===== src/rtl/cancellable_frame_timer_table_macros.svh =====
// Assertion macros shared by the timer table RTL.
`ifndef CANCELLABLE_FRAME_TIMER_TABLE_MACROS_SVH
`define CANCELLABLE_FRAME_TIMER_TABLE_MACROS_SVH

// Checks that a condition implies a consequence in the same cycle.
`define CFTT_ASSERT_SAME(label, clk, rst, ante, cons, msg) \
   label: assert property (@(posedge clk) disable iff (rst) (ante) |-> (cons)) \
      else $error(msg);

// Checks that a condition implies a consequence in the next cycle.
`define CFTT_ASSERT_NEXT(label, clk, rst, ante, cons, msg) \
   label: assert property (@(posedge clk) disable iff (rst) (ante) |=> (cons)) \
      else $error(msg);

`endif


===== src/rtl/cftt_pkg.sv =====
// Package with types and codes shared by the timer table modules.
package cftt_pkg;

   // Default table size and task id width.
   localparam int CFTT_SLOTS   = 16;
   localparam int CFTT_ID_BITS = 16;

   // Depth of the queue between the front and the back part.
   localparam int QUEUE_DEPTH = 2;
   localparam int QPTR_BITS   = (QUEUE_DEPTH > 1) ? $clog2(QUEUE_DEPTH) : 1;
   localparam int QCNT_BITS   = $clog2(QUEUE_DEPTH + 1);

   // Operation codes of a request.
   localparam logic [1:0] OP_SCHEDULE = 2'd0;
   localparam logic [1:0] OP_CANCEL   = 2'd1;
   localparam logic [1:0] OP_TICK     = 2'd2;

   // Result kinds.
   localparam logic [2:0] KIND_SCHEDULED = 3'd0;
   localparam logic [2:0] KIND_FIRED     = 3'd1;
   localparam logic [2:0] KIND_FULL      = 3'd2;
   localparam logic [2:0] KIND_CANCEL    = 3'd3;
   localparam logic [2:0] KIND_EXPIRED   = 3'd4;
   localparam logic [2:0] KIND_TICK_END  = 3'd5;

   // Class of a queued item, decided by the front part.
   typedef enum logic [1:0] {
      CLS_FIRE_NOW,
      CLS_SCHEDULE,
      CLS_CANCEL,
      CLS_TICK
   } item_class_type;

   // One queued item.
   typedef struct packed {
      item_class_type cls;
      logic [15:0]    delay_frames;
      logic [15:0]    cancel_id;
   } item_type;

endpackage


===== src/rtl/cftt_front.sv =====
// Front part: accepts requests, classifies them and queues them for the back part.
module cftt_front import cftt_pkg::*; (
   input  logic        clock,
   input  logic        reset,
   input  logic        req_valid,
   output logic        req_stall,
   input  logic [1:0]  req_operation,
   input  logic [15:0] req_delay_frames,
   input  logic [15:0] req_cancel_id,
   output logic        q_valid,
   output item_type    q_item,
   input  logic        q_pop
);

   item_type               entry_ff [QUEUE_DEPTH];
   logic [QPTR_BITS-1:0]   wr_ptr_ff, wr_ptr_in;
   logic [QPTR_BITS-1:0]   rd_ptr_ff, rd_ptr_in;
   logic [QCNT_BITS-1:0]   count_ff, count_in;
   logic                   accept;
   logic                   push;
   logic                   known_op;
   item_type               new_item;

   // Classify the incoming transaction; an unknown operation is dropped.
   always_comb begin
      known_op              = 1'b1;
      new_item.delay_frames = req_delay_frames;
      new_item.cancel_id    = req_cancel_id;
      new_item.cls          = CLS_TICK;
      unique case (req_operation)
         OP_SCHEDULE: begin
            new_item.cls = (req_delay_frames == 16'd0) ? CLS_FIRE_NOW : CLS_SCHEDULE;
         end
         OP_CANCEL: begin
            new_item.cls = CLS_CANCEL;
         end
         OP_TICK: begin
            new_item.cls = CLS_TICK;
         end
         default: begin
            known_op = 1'b0;
         end
      endcase
   end

   assign req_stall = (count_ff == QCNT_BITS'(QUEUE_DEPTH));
   assign accept    = req_valid && !req_stall;
   assign push      = accept && known_op;

   assign q_valid = (count_ff != '0);
   assign q_item  = entry_ff[rd_ptr_ff];

   // Queue pointer and fill count updates.
   always_comb begin
      wr_ptr_in = wr_ptr_ff;
      rd_ptr_in = rd_ptr_ff;
      count_in  = count_ff;
      if (push) begin
         wr_ptr_in = (wr_ptr_ff == QPTR_BITS'(QUEUE_DEPTH - 1)) ? '0 : wr_ptr_ff + 1'b1;
      end
      if (q_pop) begin
         rd_ptr_in = (rd_ptr_ff == QPTR_BITS'(QUEUE_DEPTH - 1)) ? '0 : rd_ptr_ff + 1'b1;
      end
      if (push && !q_pop) begin
         count_in = count_ff + 1'b1;
      end else if (!push && q_pop) begin
         count_in = count_ff - 1'b1;
      end
   end

   always_ff @(posedge clock) begin
      if (reset) begin
         wr_ptr_ff <= '0;
         rd_ptr_ff <= '0;
         count_ff  <= '0;
      end else begin
         wr_ptr_ff <= wr_ptr_in;
         rd_ptr_ff <= rd_ptr_in;
         count_ff  <= count_in;
      end
      if (push) begin
         entry_ff[wr_ptr_ff] <= new_item;
      end
   end

endmodule


===== src/rtl/cftt_back.sv =====
// Back part: holds the timer table, executes queued items and drives the result register.
module cftt_back import cftt_pkg::*; #(
   parameter int SLOTS   = CFTT_SLOTS,
   parameter int ID_BITS = CFTT_ID_BITS
) (
   input  logic        clock,
   input  logic        reset,
   input  logic        q_valid,
   input  item_type    q_item,
   output logic        q_pop,
   output logic        rsp_valid,
   input  logic        rsp_stall,
   output logic [2:0]  rsp_kind,
   output logic [15:0] rsp_task_id,
   output logic        rsp_found,
   output logic        rsp_last_of_run
);

   localparam int IDX_BITS = (SLOTS > 1) ? $clog2(SLOTS) : 1;
   localparam logic [IDX_BITS-1:0] LAST_IDX = IDX_BITS'(SLOTS - 1);

   typedef enum logic [1:0] {
      ST_IDLE,
      ST_PRIME,
      ST_WALK,
      ST_FINISH
   } state_type;

   // Timer storage.
   logic [ID_BITS-1:0]  id_mem  [SLOTS];
   logic [15:0]         rem_mem [SLOTS];
   logic [ID_BITS-1:0]  id_rd_ff;
   logic [15:0]         rem_rd_ff;

   state_type           state_ff, state_in;
   logic [SLOTS-1:0]    live_ff, live_in;
   logic [ID_BITS-1:0]  next_id_ff, next_id_in;
   logic [IDX_BITS-1:0] idx_ff, idx_in;
   item_class_type      cls_ff, cls_in;
   logic [15:0]         cid_ff, cid_in;
   logic                hit_ff, hit_in;
   logic                rsp_valid_ff, rsp_valid_in;
   logic [2:0]          rsp_kind_ff, rsp_kind_in;
   logic [15:0]         rsp_task_id_ff, rsp_task_id_in;
   logic                rsp_found_ff, rsp_found_in;
   logic                rsp_last_ff, rsp_last_in;

   logic                out_free;
   logic [IDX_BITS-1:0] free_idx;
   logic                any_free;
   logic [IDX_BITS-1:0] rd_idx;
   logic                id_we;
   logic                rem_we;
   logic [IDX_BITS-1:0] rem_waddr;
   logic [15:0]         rem_wdata;
   logic [15:0]         rem_dec;
   logic                slot_live;
   logic                expire;
   logic                match;

   assign out_free = !rsp_valid_ff || !rsp_stall;

   // Lowest free slot for a new timer.
   always_comb begin
      free_idx = '0;
      any_free = 1'b0;
      for (int i = SLOTS - 1; i >= 0; i--) begin
         if (!live_ff[i]) begin
            free_idx = IDX_BITS'(i);
            any_free = 1'b1;
         end
      end
   end

   // Per-slot evaluation during a walk over the table.
   assign slot_live = live_ff[idx_ff];
   assign rem_dec   = (rem_rd_ff == 16'd0) ? 16'd0 : rem_rd_ff - 16'd1;
   assign expire    = slot_live && (rem_dec == 16'd0);
   assign match     = slot_live && (id_rd_ff == ID_BITS'(cid_ff));

   // Sequencer: executes one queued item at a time.
   always_comb begin
      state_in       = state_ff;
      live_in        = live_ff;
      next_id_in     = next_id_ff;
      idx_in         = idx_ff;
      cls_in         = cls_ff;
      cid_in         = cid_ff;
      hit_in         = hit_ff;
      rsp_valid_in   = rsp_valid_ff && rsp_stall;
      rsp_kind_in    = rsp_kind_ff;
      rsp_task_id_in = rsp_task_id_ff;
      rsp_found_in   = rsp_found_ff;
      rsp_last_in    = rsp_last_ff;
      q_pop          = 1'b0;
      id_we          = 1'b0;
      rem_we         = 1'b0;
      rem_waddr      = free_idx;
      rem_wdata      = q_item.delay_frames;
      rd_idx         = idx_ff;
      unique case (state_ff)
         ST_IDLE: begin
            if (q_valid && out_free) begin
               q_pop        = 1'b1;
               rsp_found_in = 1'b0;
               rsp_last_in  = 1'b1;
               case (q_item.cls)
                  CLS_FIRE_NOW: begin
                     rsp_valid_in   = 1'b1;
                     rsp_kind_in    = KIND_FIRED;
                     rsp_task_id_in = 16'(next_id_ff);
                     next_id_in     = next_id_ff + 1'b1;
                  end
                  CLS_SCHEDULE: begin
                     rsp_valid_in = 1'b1;
                     if (any_free) begin
                        id_we              = 1'b1;
                        rem_we             = 1'b1;
                        live_in[free_idx]  = 1'b1;
                        rsp_kind_in        = KIND_SCHEDULED;
                        rsp_task_id_in     = 16'(next_id_ff);
                        next_id_in         = next_id_ff + 1'b1;
                     end else begin
                        rsp_kind_in    = KIND_FULL;
                        rsp_task_id_in = 16'd0;
                     end
                  end
                  default: begin
                     cls_in   = q_item.cls;
                     cid_in   = q_item.cancel_id;
                     hit_in   = 1'b0;
                     state_in = ST_PRIME;
                  end
               endcase
            end
         end
         ST_PRIME: begin
            rd_idx   = '0;
            idx_in   = '0;
            state_in = ST_WALK;
         end
         ST_WALK: begin
            if (!(cls_ff == CLS_TICK && expire && !out_free)) begin
               rd_idx = idx_ff + 1'b1;
               idx_in = idx_ff + 1'b1;
               if (cls_ff == CLS_TICK) begin
                  if (slot_live) begin
                     rem_we    = 1'b1;
                     rem_waddr = idx_ff;
                     rem_wdata = rem_dec;
                  end
                  if (expire) begin
                     live_in[idx_ff] = 1'b0;
                     rsp_valid_in    = 1'b1;
                     rsp_kind_in     = KIND_EXPIRED;
                     rsp_task_id_in  = 16'(id_rd_ff);
                     rsp_found_in    = 1'b0;
                     rsp_last_in     = 1'b0;
                  end
               end else if (match) begin
                  live_in[idx_ff] = 1'b0;
                  hit_in          = 1'b1;
               end
               if (idx_ff == LAST_IDX) begin
                  state_in = ST_FINISH;
               end
            end
         end
         ST_FINISH: begin
            if (out_free) begin
               rsp_valid_in = 1'b1;
               rsp_last_in  = 1'b1;
               if (cls_ff == CLS_TICK) begin
                  rsp_kind_in    = KIND_TICK_END;
                  rsp_task_id_in = 16'd0;
                  rsp_found_in   = 1'b0;
               end else begin
                  rsp_kind_in    = KIND_CANCEL;
                  rsp_task_id_in = cid_ff;
                  rsp_found_in   = hit_ff;
               end
               state_in = ST_IDLE;
            end
         end
         default: begin
            state_in = ST_IDLE;
         end
      endcase
   end

   // State, control and result registers.
   always_ff @(posedge clock) begin
      if (reset) begin
         state_ff     <= ST_IDLE;
         live_ff      <= '0;
         next_id_ff   <= '0;
         rsp_valid_ff <= 1'b0;
      end else begin
         state_ff     <= state_in;
         live_ff      <= live_in;
         next_id_ff   <= next_id_in;
         rsp_valid_ff <= rsp_valid_in;
      end
      idx_ff         <= idx_in;
      cls_ff         <= cls_in;
      cid_ff         <= cid_in;
      hit_ff         <= hit_in;
      rsp_kind_ff    <= rsp_kind_in;
      rsp_task_id_ff <= rsp_task_id_in;
      rsp_found_ff   <= rsp_found_in;
      rsp_last_ff    <= rsp_last_in;
   end

   // Timer memories: one write port each, registered read at the walk address.
   always_ff @(posedge clock) begin
      if (id_we) begin
         id_mem[free_idx] <= next_id_ff;
      end
      if (rem_we) begin
         rem_mem[rem_waddr] <= rem_wdata;
      end
      id_rd_ff  <= id_mem[rd_idx];
      rem_rd_ff <= rem_mem[rd_idx];
   end

   assign rsp_valid       = rsp_valid_ff;
   assign rsp_kind        = rsp_kind_ff;
   assign rsp_task_id     = rsp_task_id_ff;
   assign rsp_found       = rsp_found_ff;
   assign rsp_last_of_run = rsp_last_ff;

endmodule


===== src/rtl/cancellable_frame_timer_table.sv =====
// Top level of the cancellable frame timer table.
//
// Requests arrive on the req_ channel: schedule a timer, cancel a task id,
// or tick one frame. Results leave on the rsp_ channel; last_of_run marks
// the final result of each request. An unknown operation is taken and
// dropped without a result.
// A two-entry queue sits between the request front end and the executing
// back end, so requests are taken while the back end works or while a
// result waits for the receiver.
// A schedule result passes through the queue entry and the result register,
// and the back end takes one schedule per cycle while that register is free.
// A cancel or a tick goes through a prime step, a walk over the timer
// memories at one slot per cycle, and a finish step that offers the closing
// result once the result register is free.
// When rsp_stall is high the result register holds, and the walk pauses on
// the next expiring slot of a tick until the register frees.
// Reset clears all timers, the task id counter, the queue and any pending
// result; the block accepts requests in the cycle after reset.
`include "cancellable_frame_timer_table_macros.svh"

module cancellable_frame_timer_table import cftt_pkg::*; #(
   parameter int SLOTS   = CFTT_SLOTS,
   parameter int ID_BITS = CFTT_ID_BITS
) (
   input  logic        clock,
   input  logic        reset,
   input  logic        req_valid,
   output logic        req_stall,
   input  logic [1:0]  req_operation,
   input  logic [15:0] req_delay_frames,
   input  logic [15:0] req_cancel_id,
   output logic        rsp_valid,
   input  logic        rsp_stall,
   output logic [2:0]  rsp_kind,
   output logic [15:0] rsp_task_id,
   output logic        rsp_found,
   output logic        rsp_last_of_run
);

   logic     q_valid;
   item_type q_item;
   logic     q_pop;

   // Front end: accept and classify.
   cftt_front u_front (
      .clock            (clock),
      .reset            (reset),
      .req_valid        (req_valid),
      .req_stall        (req_stall),
      .req_operation    (req_operation),
      .req_delay_frames (req_delay_frames),
      .req_cancel_id    (req_cancel_id),
      .q_valid          (q_valid),
      .q_item           (q_item),
      .q_pop            (q_pop)
   );

   // Back end: timer table and result register.
   cftt_back #(
      .SLOTS   (SLOTS),
      .ID_BITS (ID_BITS)
   ) u_back (
      .clock           (clock),
      .reset           (reset),
      .q_valid         (q_valid),
      .q_item          (q_item),
      .q_pop           (q_pop),
      .rsp_valid       (rsp_valid),
      .rsp_stall       (rsp_stall),
      .rsp_kind        (rsp_kind),
      .rsp_task_id     (rsp_task_id),
      .rsp_found       (rsp_found),
      .rsp_last_of_run (rsp_last_of_run)
   );

   // The back end never takes an item from an empty queue.
   `CFTT_ASSERT_SAME(a_pop_needs_item, clock, reset, q_pop, q_valid, "pop from empty queue")

   // Only a cancel answer reports a found timer.
   `CFTT_ASSERT_SAME(a_found_on_cancel, clock, reset, rsp_valid && rsp_found,
                     rsp_kind == KIND_CANCEL, "found set outside cancel answer")

   // Every result but an expiry closes its run.
   `CFTT_ASSERT_SAME(a_last_marks_run, clock, reset, rsp_valid,
                     rsp_last_of_run == (rsp_kind != KIND_EXPIRED),
                     "last_of_run does not match result kind")

   // A pop while the result is still waiting would lose a transaction.
   `CFTT_ASSERT_SAME(a_pop_with_room, clock, reset, q_pop, !rsp_valid || !rsp_stall,
                     "item taken while result register is blocked")

endmodule

===== config.mk =====
export PLATFORM = sky130hd
export DESIGN_NAME = cancellable_frame_timer_table
export DESIGN_NICKNAME = d
export VERILOG_FILES = /design/src/rtl/cftt_pkg.sv /design/src/rtl/cftt_front.sv /design/src/rtl/cftt_back.sv /design/src/rtl/cancellable_frame_timer_table.sv
export VERILOG_INCLUDE_DIRS = /design/src /design/src/rtl
export SDC_FILE = /design/constraint.sdc
export NUM_CORES = 1
export LEC_CHECK = 0
export BUFFER_PORTS_ARGS = -buffer_cell sky130_fd_sc_hd__buf_4
export CAP_MARGIN = 40
export CORE_MARGIN = 5
export CORE_UTILIZATION = 67
export CTS_CLUSTER_DIAMETER = 200
export DETAILED_ROUTE_END_ITERATION = 6
export PLACE_DENSITY = 0.84
export SETUP_SLACK_MARGIN = 0.2
export SYNTH_ARGS = -nofsm -noshare
export SYNTH_HDL_FRONTEND = slang
export SYNTH_HIERARCHICAL = 1
export SYNTH_SLANG_ARGS = --single-unit

===== constraint.sdc =====
create_clock -name clock -period 7.8 [get_ports clock]
set_input_delay 1.56 -clock clock [delete_from_list [all_inputs] [get_ports clock]]
set_output_delay 1.56 -clock clock [all_outputs]
set_load 0.01 [all_outputs]

# Word level (Yosys, flattened, before mapping)
# Memory sizes are Yosys's and may differ from the RTL's. A register that Yosys moved wholly into a read port is not among the register bits.
# Cells that the tools add are included.
[word_totals]
reg_bits = 83
memories = 3
mem_bits_rw = 580
inputBits = 38
output_inout_bits = 23
elab_cells = 228
[op_classes]
add_sub_neg = 7
n_bitwise = 4
muxes = 131
n_eq_ne = 25
magnitude_cmp = 4
n_reduce_logical = 39
[memory_table]
columns = ["memory", "depth", "width", "read_ports", "rd_clocked_by_memory_dff", "wr", "line_no", "source"]
rows = [
  ["u_back.id_mem", 16, 16, 1, 1, 1, "cftt_back.sv:30", "logic [ID_BITS-1:0] id_mem [SLOTS];"],
  ["u_back.rem_mem", 16, 16, 1, 1, 1, "cftt_back.sv:31", "logic [15:0] rem_mem [SLOTS];"],
  ["u_front.entry_ff", 2, 34, 1, 1, 1, "cftt_front.sv:15", "item_type entry_ff [QUEUE_DEPTH];"],
]
[ops]
columns = ["operator", "n"]
rows = [
  ["$mux W16", 20],
  ["$pmux W16 S2", 3],
  ["$mux W4", 21],
  ["$mux W1", 59],
  ["$logic_not A16 Y1", 3],
  ["$pmux W16 S3", 1],
  ["$mux W3", 6],
  ["$add A16 B1 Y16 const B", 1],
  ["$and A16 B16 Y16", 1],
  ["$eq A16 B16 Y1", 1],
  ["$mux W2", 8],
  ["$ne A2 B1 Y1 const B", 8],
  ["$not A16 Y16", 1],
  ["$or A16 B16 Y16", 1],
  ["$sub A16 B1 Y16 const B", 1],
  ["$reduce_and A7 Y1", 2],
  ["$logic_and A1 B1 Y1", 12],
  ["$reduce_and A6 Y1", 2],
  ["$eq A2 B2 Y1 const B", 5],
  ["$lt A4 B5 Y1 const B", 2],
  ["$pmux W1 S3", 3],
  ["$pmux W3 S3", 1],
  ["$demux W1 S4", 2],
  ["$ge A4 B1 Y1 const B", 2],
  ["other kinds (27)", 44],
]

# Logic depth before layout (Yosys ltp)
# Gate-level depths: netlist of run 1.
[logic_depth]
word_depth = 25
ltp_mapped = 14
ltp_nobuf = 12

# Modules after synthesis
# Netlist of run 1, hierarchy kept.
[by_module_without_submodules]
columns = ["mod", "cells_per_inst", "area_each_um2", "n_inst", "seq_area_each_um2"]
rows = [
  ["cftt_back", 1894, 25587.0, 1, 17997.3],
  ["cftt_front", 140, 2740.1, 1, 2142.1],
]

# Least setup slack after synthesis of run 1
# OpenSTA, ideal clock, no wires.
[synth_path]
kind = "input to register"
from = "in rsp_stall"
to = "mem u_back.rem_mem[12][0] (enable)"
slack_ps = 3795
t_arrival_ps = 3617
setup_time_ps = 388
path_stages = 9
n_path_buf = 1
t_required_ps = 7412
path_cell_list = "nand2_1 -> nor3_1 -> o211ai_2 -> a211o_2 -> and3_1 -> clkbuf_1 -> nor2_1 -> a31oi_1 -> nor2_1"
[synth_between]
elab_chain_len = 8
elab_cells_between_ends = 12
classes_between = "mux: 7; reduce/logical: 5"
[synth_rtl]
columns = ["element", "line_no", "source"]
rows = [
  ["start: declaration", "cancellable_frame_timer_table.sv:33", "input logic rsp_stall,"],
  ["$logic_not A1 Y1 (*)", "cftt_back.sv:61", "assign out_free = !rsp_valid_ff || !rsp_stall;"],
  ["$logic_or A1 B1 Y1 (*)", "cftt_back.sv:61", ""],
  ["$logic_not A1 Y1", "cftt_back.sv:143", "if (!(cls_ff == CLS_TICK && expire && !out_free)) begin"],
  ["$logic_and A1 B1 Y1", "cftt_back.sv:143", ""],
  ["$mux W1", "cftt_back.sv:143", ""],
  ["$pmux W1 S2", "cftt_back.sv:101", "unique case (state_ff)"],
  ["$mux W1", "cftt_back.sv:219", "if (rem_we) begin"],
  ["$mux W1 (implied by the code)", "cftt_back.sv:220", "rem_mem[rem_waddr] <= rem_wdata;"],
  ["end: declaration", "cftt_back.sv:31", ""],
]
# Mark *: on every way between the ends. The rest lies on a longest branch, timed or not.

# Final worst setup path of run 1
[layout_path]
from = "reg u_back.rem_rd_ff[0] (read register of u_back.rem_mem)"
to = "reg u_back.id_rd_ff[1] (read register of u_back.id_mem)"
[layout_between]
elab_chain_len = 8
elab_cells_between_ends = 9
classes_between = "add/sub: 1; mux: 3; reduce/logical: 5"
[layout_rtl]
columns = ["element", "line_no", "source"]
rows = [
  ["start: declaration", "cftt_back.sv:33", "logic [15:0] rem_rd_ff;"],
  ["$sub A16 B1 Y16 / $logic_not A16 Y1 (equally long branches)", "cftt_back.sv:77", "assign rem_dec = (rem_rd_ff == 16'd0) ? 16'd0 : rem_rd_ff - 16'd1;"],
  ["$mux W16 (*)", "cftt_back.sv:77", ""],
  ["$logic_not A16 Y1 (*)", "cftt_back.sv:78", "assign expire = slot_live && (rem_dec == 16'd0);"],
  ["$logic_and A1 B1 Y1 (*)", "cftt_back.sv:78", ""],
  ["$logic_and A1 B1 Y1 (*) (2 in series)", "cftt_back.sv:143", ""],
  ["$mux W4 (*)", "cftt_back.sv:143", ""],
  ["$pmux W4 S2 (*)", "cftt_back.sv:101", ""],
  ["end: declaration", "cftt_back.sv:32", "logic [ID_BITS-1:0] id_rd_ff;"],
]
# Marked as above.
# A chain may end at the register's enable or synchronous reset.

==> results.toml, run 1 <==
[setup_path]
crit_path_max_fanout = 122
arrival_ns = 5.18
cp.required_ns = 8.22
critPathCaptureType = "register"
cp-start-kind = "register"
path_class = "register to register"

[floorplanning]
dieArea_um2 = 46500
die_w_um = 216
num_io_pins = 61
rows = 75
start_util = 0.677
die_height_um = 216
coreArea_um2 = 41900

[route]
vias = 17900
ant_nets = 0
vias_per_cell = 6.62
dr.pass1.iters = 7
wl_met2_um = 31800
wl_met1_um = 23900
drc = 10
initialDrtViolationCount = 2432
wl_per_cell_um = 24.7
top_layer_used = "met4"
wirelength_um = 67000
wl_met3_um = 9090

[yosys]
ys_types = 74
seq_area_frac_synth = 0.711
yosysWarnings = 6
synth_edf_count = 620
synthCells = 2034
async_reset_ff_frac = 0
synth_flop_cell = "edfxtp_1"
synth_area_um2 = 28300
synth_nets = 2083
syn_area_per_cell_um2 = 13.9
synth-seq-cells = 696

[timing]
rsz0062_at_grt = "no"
setup_viol = 0
tightestPinTransition_ns = 0.948
relSlewSlack = 0.362
skew_ns = 0.0243
achievable-frequency_mhz = 210
final_max_slew_viol_count = 0
post-route-period-util = 0.610
final_hold_viol_count = 0
tns_ns = 0
period_minus_slack_ns = 4.76

[placement]
port_buffers = 60
dp_hpwl_um = 37900
gp_congestion = 0.853

[status]
violations = "design-rule violations"
outcome = "finished, violations left"

[clocking]
cts_tree = "done"
clockBufferDepth = 3
cts_sinks = 696
cts_resized = 0
cts_root_buf = "clkbuf_16"
clkTransAtPathRegs_ns = 0.06
cts.htree.levels = 3
clk_latency_ns = 0.58
numCtsBuffers = 66
holdBufCountCts = 0
postCtsSetupBuffers = 0

[power_and_ir_drop]
p_leak_uw = 0.0111
ir_drop_uv = 298
power_uw = 9330
powerDensity_nw_per_um2 = 293

[finish]
fill_cells = 2276
final_nets = 2164
area_growth_pct = 12.3
antennaDiodeCount = 0
drive_gt1_frac = 0.120
post-route-util = 0.760

[global_route]
antenna_found_initial = 0
overflow = 0
grt.total_usage = 0.283
grt_max_degree = 130
grt_pass1_vias = 18000
grt_pass1_wl_um = 102000

[min_path]
hp-class = "register to register"

[flow_run]
cap_violations = 0
[power breakdown]
group / switching, uW / internal, uW
registers: 292 / 4480
logic: 899 / 517
clock network: 1320 / 1820
total: 2510 / 6820
[Yosys cell counts, types with 16 or more instances]
master    number  area [um2]
a21oi_1       84         420
a222oi_1      16         160
a22o_1        30         263
a32oi_1       35         307
buf_2         30         150
clkbuf_1      70         263
dfxtp_1       76        1520
edfxtp_1     620       18600
inv_1         38         143
mux2_1        30         338
mux2i_1      128        1280
nand2_1      351        1320
nand3_1       79         395
nand3b_1      33         248
nor2_1        95         357
nor3_1        19        95.1
o221ai_1      60         526
xnor2_1       17         149
xor2_1        26         228
[placed cells by master (no fill, tap or decap), drive strengths merged, types with 19 or more instances in the layout]
cell type    n
nand3b      33
nor3        19
a22o        30
nor2        95
nand2      351
dfxtp       76
xor2        26
inv         45
clkbuf      95
a21oi       84
buf        128
mux2i      128
o221ai      60
mux2        35
nand3       79
edfxtp     620
a32oi       35
[metrics by stage]
step / setup WS, ns / hold slack, ns / area (um2) / instances
after detailed placement: 2.85 / 0.490 / 29600 / 2586
after floorplan: 3.79 / 0.461 / 28300 / 2034
final: 3.04 / 0.502 / 31800 / 2707
after CTS: 3.21 / 0.499 / 31800 / 2707
after global placement: 2.95 / 0.477 / 29500 / 2578
after global routing: 2.76 / 0.525 / 31800 / 2707
[logic make-up after synthesis]
group	count (synthesis)	share of synthesized area
AOI/OAI and AO/OA	307	0.0814
xor gates and xnor gates	43	0.0133
adders and majority gates	11	0.00486
buffers and inverters	155	0.0232
DFF	696	0.711
muxes	167	0.0623
and+or+nand+nor	655	0.104
[critical path: stages (launching register included)]
cell      delay, ns
dfxtp_1        0.37
inv_1          0.08
ha_1           0.25
nor4b_1        0.77
nand4_1        0.31
a211oi_1       0.58
o211a_4        0.59
inv_8          0.15
buf_16         0.31
buf_12         0.31
nand2_1        0.18
nand3_1        0.11
a32oi_1        0.27
o221ai_1       0.17
[metal layers]
layer  vias up  GRT usage
met3       193     0.0837
met4         0     0.0990
met1      8663      0.378
met2      1163      0.453
met5         -          0
li1       7895          -
[cell type report]
cell class / instances / area [um2] / area share
clock buffers: 95 / 1950 / 0.0612
clock inverters: 26 / 214 / 0.00673
inverters: 40 / 160 / 0.00504
multi-input cells: 1183 / 7600 / 0.239
flip-flops and latches: 696 / 20100 / 0.633
well taps: 539 / 674 / 0.0212
repair buffers: 128 / 1060 / 0.0334
[final timing paths]
| check | from | end | slack, ns | cells past startpoint |
|---|---|---|---|---|
| max | u_back/rem_rd_ff[0] | u_back/id_rd_ff[1] | 3.04 | 13 |
| min | u_front/count_ff[1] | u_front/count_ff[1] | 0.50 | 2 |
| max reg2reg | u_back/rem_rd_ff[0] | u_back/id_rd_ff[1] | 3.04 | 13 |
| min reg2reg | u_front/count_ff[1] | u_front/count_ff[1] | 0.50 | 2 |
[registers in the layout (all words and copies together), names as in the netlist, named ones only]
name	count
u_front/rd_ptr_ff	1
u_back/cid_ff	16
u_back/hit_ff	1
u_back/cls_ff	2
u_back/idx_ff	4
u_back/rsp_last_of_run	1
u_back/rsp_valid	1
u_front/entry_ff	68
u_back/rsp_task_id	16
u_front/count_ff	2
u_back/id_mem	256
u_back/rsp_kind	3
u_back/next_id_ff	16
u_back/id_rd_ff	16
u_back/rem_mem	256
u_back/state_ff	2
u_back/live_ff	16
u_front/wr_ptr_ff	1
u_back/rem_rd_ff	16
u_back/rsp_found	1
Power figures use the tool's default switching activity.
==> run 2: changes to the inputs <==
--- a/config.mk
+++ b/config.mk
@@ -9,10 +9,10 @@
 export BUFFER_PORTS_ARGS = -buffer_cell sky130_fd_sc_hd__buf_4
 export CAP_MARGIN = 40
 export CORE_MARGIN = 5
-export CORE_UTILIZATION = 67
+export CORE_UTILIZATION = 62
 export CTS_CLUSTER_DIAMETER = 200
 export DETAILED_ROUTE_END_ITERATION = 6
-export PLACE_DENSITY = 0.84
+export PLACE_DENSITY = 0.79
 export SETUP_SLACK_MARGIN = 0.2
 export SYNTH_ARGS = -nofsm -noshare
 export SYNTH_HDL_FRONTEND = slang
==> constraint.sdc (replaced) <==
create_clock -name clock -period 4.6 [get_ports clock]
set_input_delay 0.92 -clock clock [delete_from_list [all_inputs] [get_ports clock]]
set_output_delay 0.92 -clock clock [all_outputs]
set_load 0.01 [all_outputs]
==> run 2 against run 1 <==
Effect of this change: the run still ends with design-rule violations left; non-clock buffer count is 22 higher; global-route usage is 1.8 points lower; count of clock-buffer cells in the layout is 5 lower; sequential power is 69% higher; register-to-register slack worse by 2.7 ns; design area is 0.62% higher; critical path depth stayed put; final cell count is 3.1% higher; critical endpoint is now u_back/rem_rd_ff[6]; largest power group unchanged; highest routed layer unchanged.
==> results.toml, run 2 (synthesized netlist as in run 1, its figures left out) <==
[route]
drc = 7
ant_nets = 0
initialDrtViolationCount = 2527
vias_per_cell = 6.46
wirelength_um = 66600
vias = 18000
dr.pass1.iters = 7
wl_per_cell_um = 23.8

[power_and_ir_drop]
power.internal_uw = 11500
switching_share = 0.271
pwr-share-clk = 0.335
ir_drop_uv = 453
powerDensity_nw_per_um2 = 493
p_leak_uw = 0.0111
power_frac_seq = 0.510
netSwitchingPower_uw = 4270
p_comb_frac = 0.154

[status]
violations = "design-rule violations"
outcome = "finished, violations left"

[setup_path]
cp_cell_sequence = "inv_1, ha_1, or4b_1, o41ai_2, o211ai_2, a211o_2, nand2_1, a311oi_4, inv_4, buf_4, mux2i_1, o221ai_1, o221ai_1"
slowest_stage = "or4b_1"
crit_path_max_fanout = 26
worst-path-buf-inv = 3
cp_top_family = "compound AO/OA/AOI/OAI gates"
cp-start-kind = "register"
arrival_ns = 4.64
slowest_delay_ns = 0.52
cpMostUsedCell = "o221ai_1"
path_class = "register to register"
critPathCaptureType = "register"
cp.required_ns = 5.03

[floorplanning]
rows = 78
dieArea_um2 = 50100
die_height_um = 224
start_util = 0.626
num_io_pins = 61
die_w_um = 224
coreArea_um2 = 45300

[global_route]
grt.total_usage = 0.265
grt_pass1_vias = 17700
antenna_found_initial = 0
overflow = 0
grt_pass1_wl_um = 102000
grt_max_degree = 121

[placement]
dp_hpwl_um = 39800
gp_congestion = 0.881
place_ws_ns = 0.271
port_buffers = 60
placed_cell_area_um2 = 29900

[timing]
finalWorstSetupSlack_ns = 0.390
setup_viol = 0
period_minus_slack_ns = 4.21
relSlewSlack = 0.404
rsz0062_at_grt = "no"
post-route-period-util = 0.915
final_hold_viol_count = 0
hold_ws_ns = 0.504
tightestPinTransition_ns = 0.891
tns_ns = 0
final_max_slew_viol_count = 0
skew_ns = 0.0262
achievable-frequency_mhz = 238

[clocking]
cts_root_buf = "clkbuf_16"
cts_resized = 1
clkTransAtPathRegs_ns = 0.06
postCtsSetupBuffers = 0
clockBufferDepth = 3
holdBufCountCts = 0
cts_tree = "done"
cts.htree.levels = 3
numCtsBuffers = 67
clk_latency_ns = 0.60
cts_sinks = 696

[finish]
final_common_cell = "edfxtp_1"
area_growth_pct = 13.0
multi_input_area_um2 = 7610
drive_gt1_frac = 0.131
top_regs = "u_back/id_mem x256, u_back/rem_mem x256, u_front/entry_ff x68"
fill_cells = 2888
final_nets = 2187
antennaDiodeCount = 0
area.sequential_um2 = 20100
layout_common_cells = "edfxtp_1, nand2_1, buf_4, mux2i_1, nor2_1"
final_area_um2 = 32000

[min_path]
hp-class = "input pin to register"

[flow_run]
cap_violations = 0
## run 2: final cells by class
type | instances | area share
Inverter | 40 | 0.00501
Timing Repair Buffer | 150 | 0.0380
Clock inverter | 32 | 0.00735
Clock buffer | 90 | 0.0589
Multi-Input combinational cell | 1183 | 0.238
Sequential cell | 696 | 0.629
Tap cell | 600 | 0.0235
## run 2: metrics by stage
stage / power (uW) / instances / utilization
finish: 15800 / 2791 / 0.707
global route: 16300 / 2791 / 0.707
CTS: 15800 / 2791 / 0.706
detailed placement: 10500 / 2669 / 0.659
global placement: 10400 / 2665 / 0.658
floorplan: 9460 / 2034 / -
## run 2: power groups by stage
stage / registers (uW) / clock network [uW] / logic, uW
final: 8050 / 5290 / 2430
after CTS: 8020 / 5360 / 2390
after global placement: 8130 / 0 / 2300
after floorplan: 7990 / 0 / 1470
after global routing: 8080 / 5650 / 2610
after detailed placement: 8130 / 0 / 2360
## run 2: worst paths after layout
kind | from | end | slack, ns | cells after the start
setup / recovery | u_back/rem_rd_ff[0] | u_back/rem_rd_ff[6] | 0.39 | 13
hold / removal | req_cancel_id[4] | u_front/entry_ff[0][4] | 0.50 | 1
setup reg to reg | u_back/rem_rd_ff[0] | u_back/rem_rd_ff[6] | 0.39 | 13
hold reg to reg | u_front/entry_ff[1][7] | u_back/cid_ff[7] | 0.51 | 1
## run 2: per-layer routing
| layer | GRT usage | routed length [um] | up-vias |
|---|---|---|---|
| li1 | - | - | 7935 |
| met1 | 0.386 | 26400 | 8800 |
| met2 | 0.410 | 30800 | 1174 |
| met4 | 0.0858 | 1620 | 0 |
| met3 | 0.0532 | 7750 | 123 |
| met5 | 0 | 0 | - |
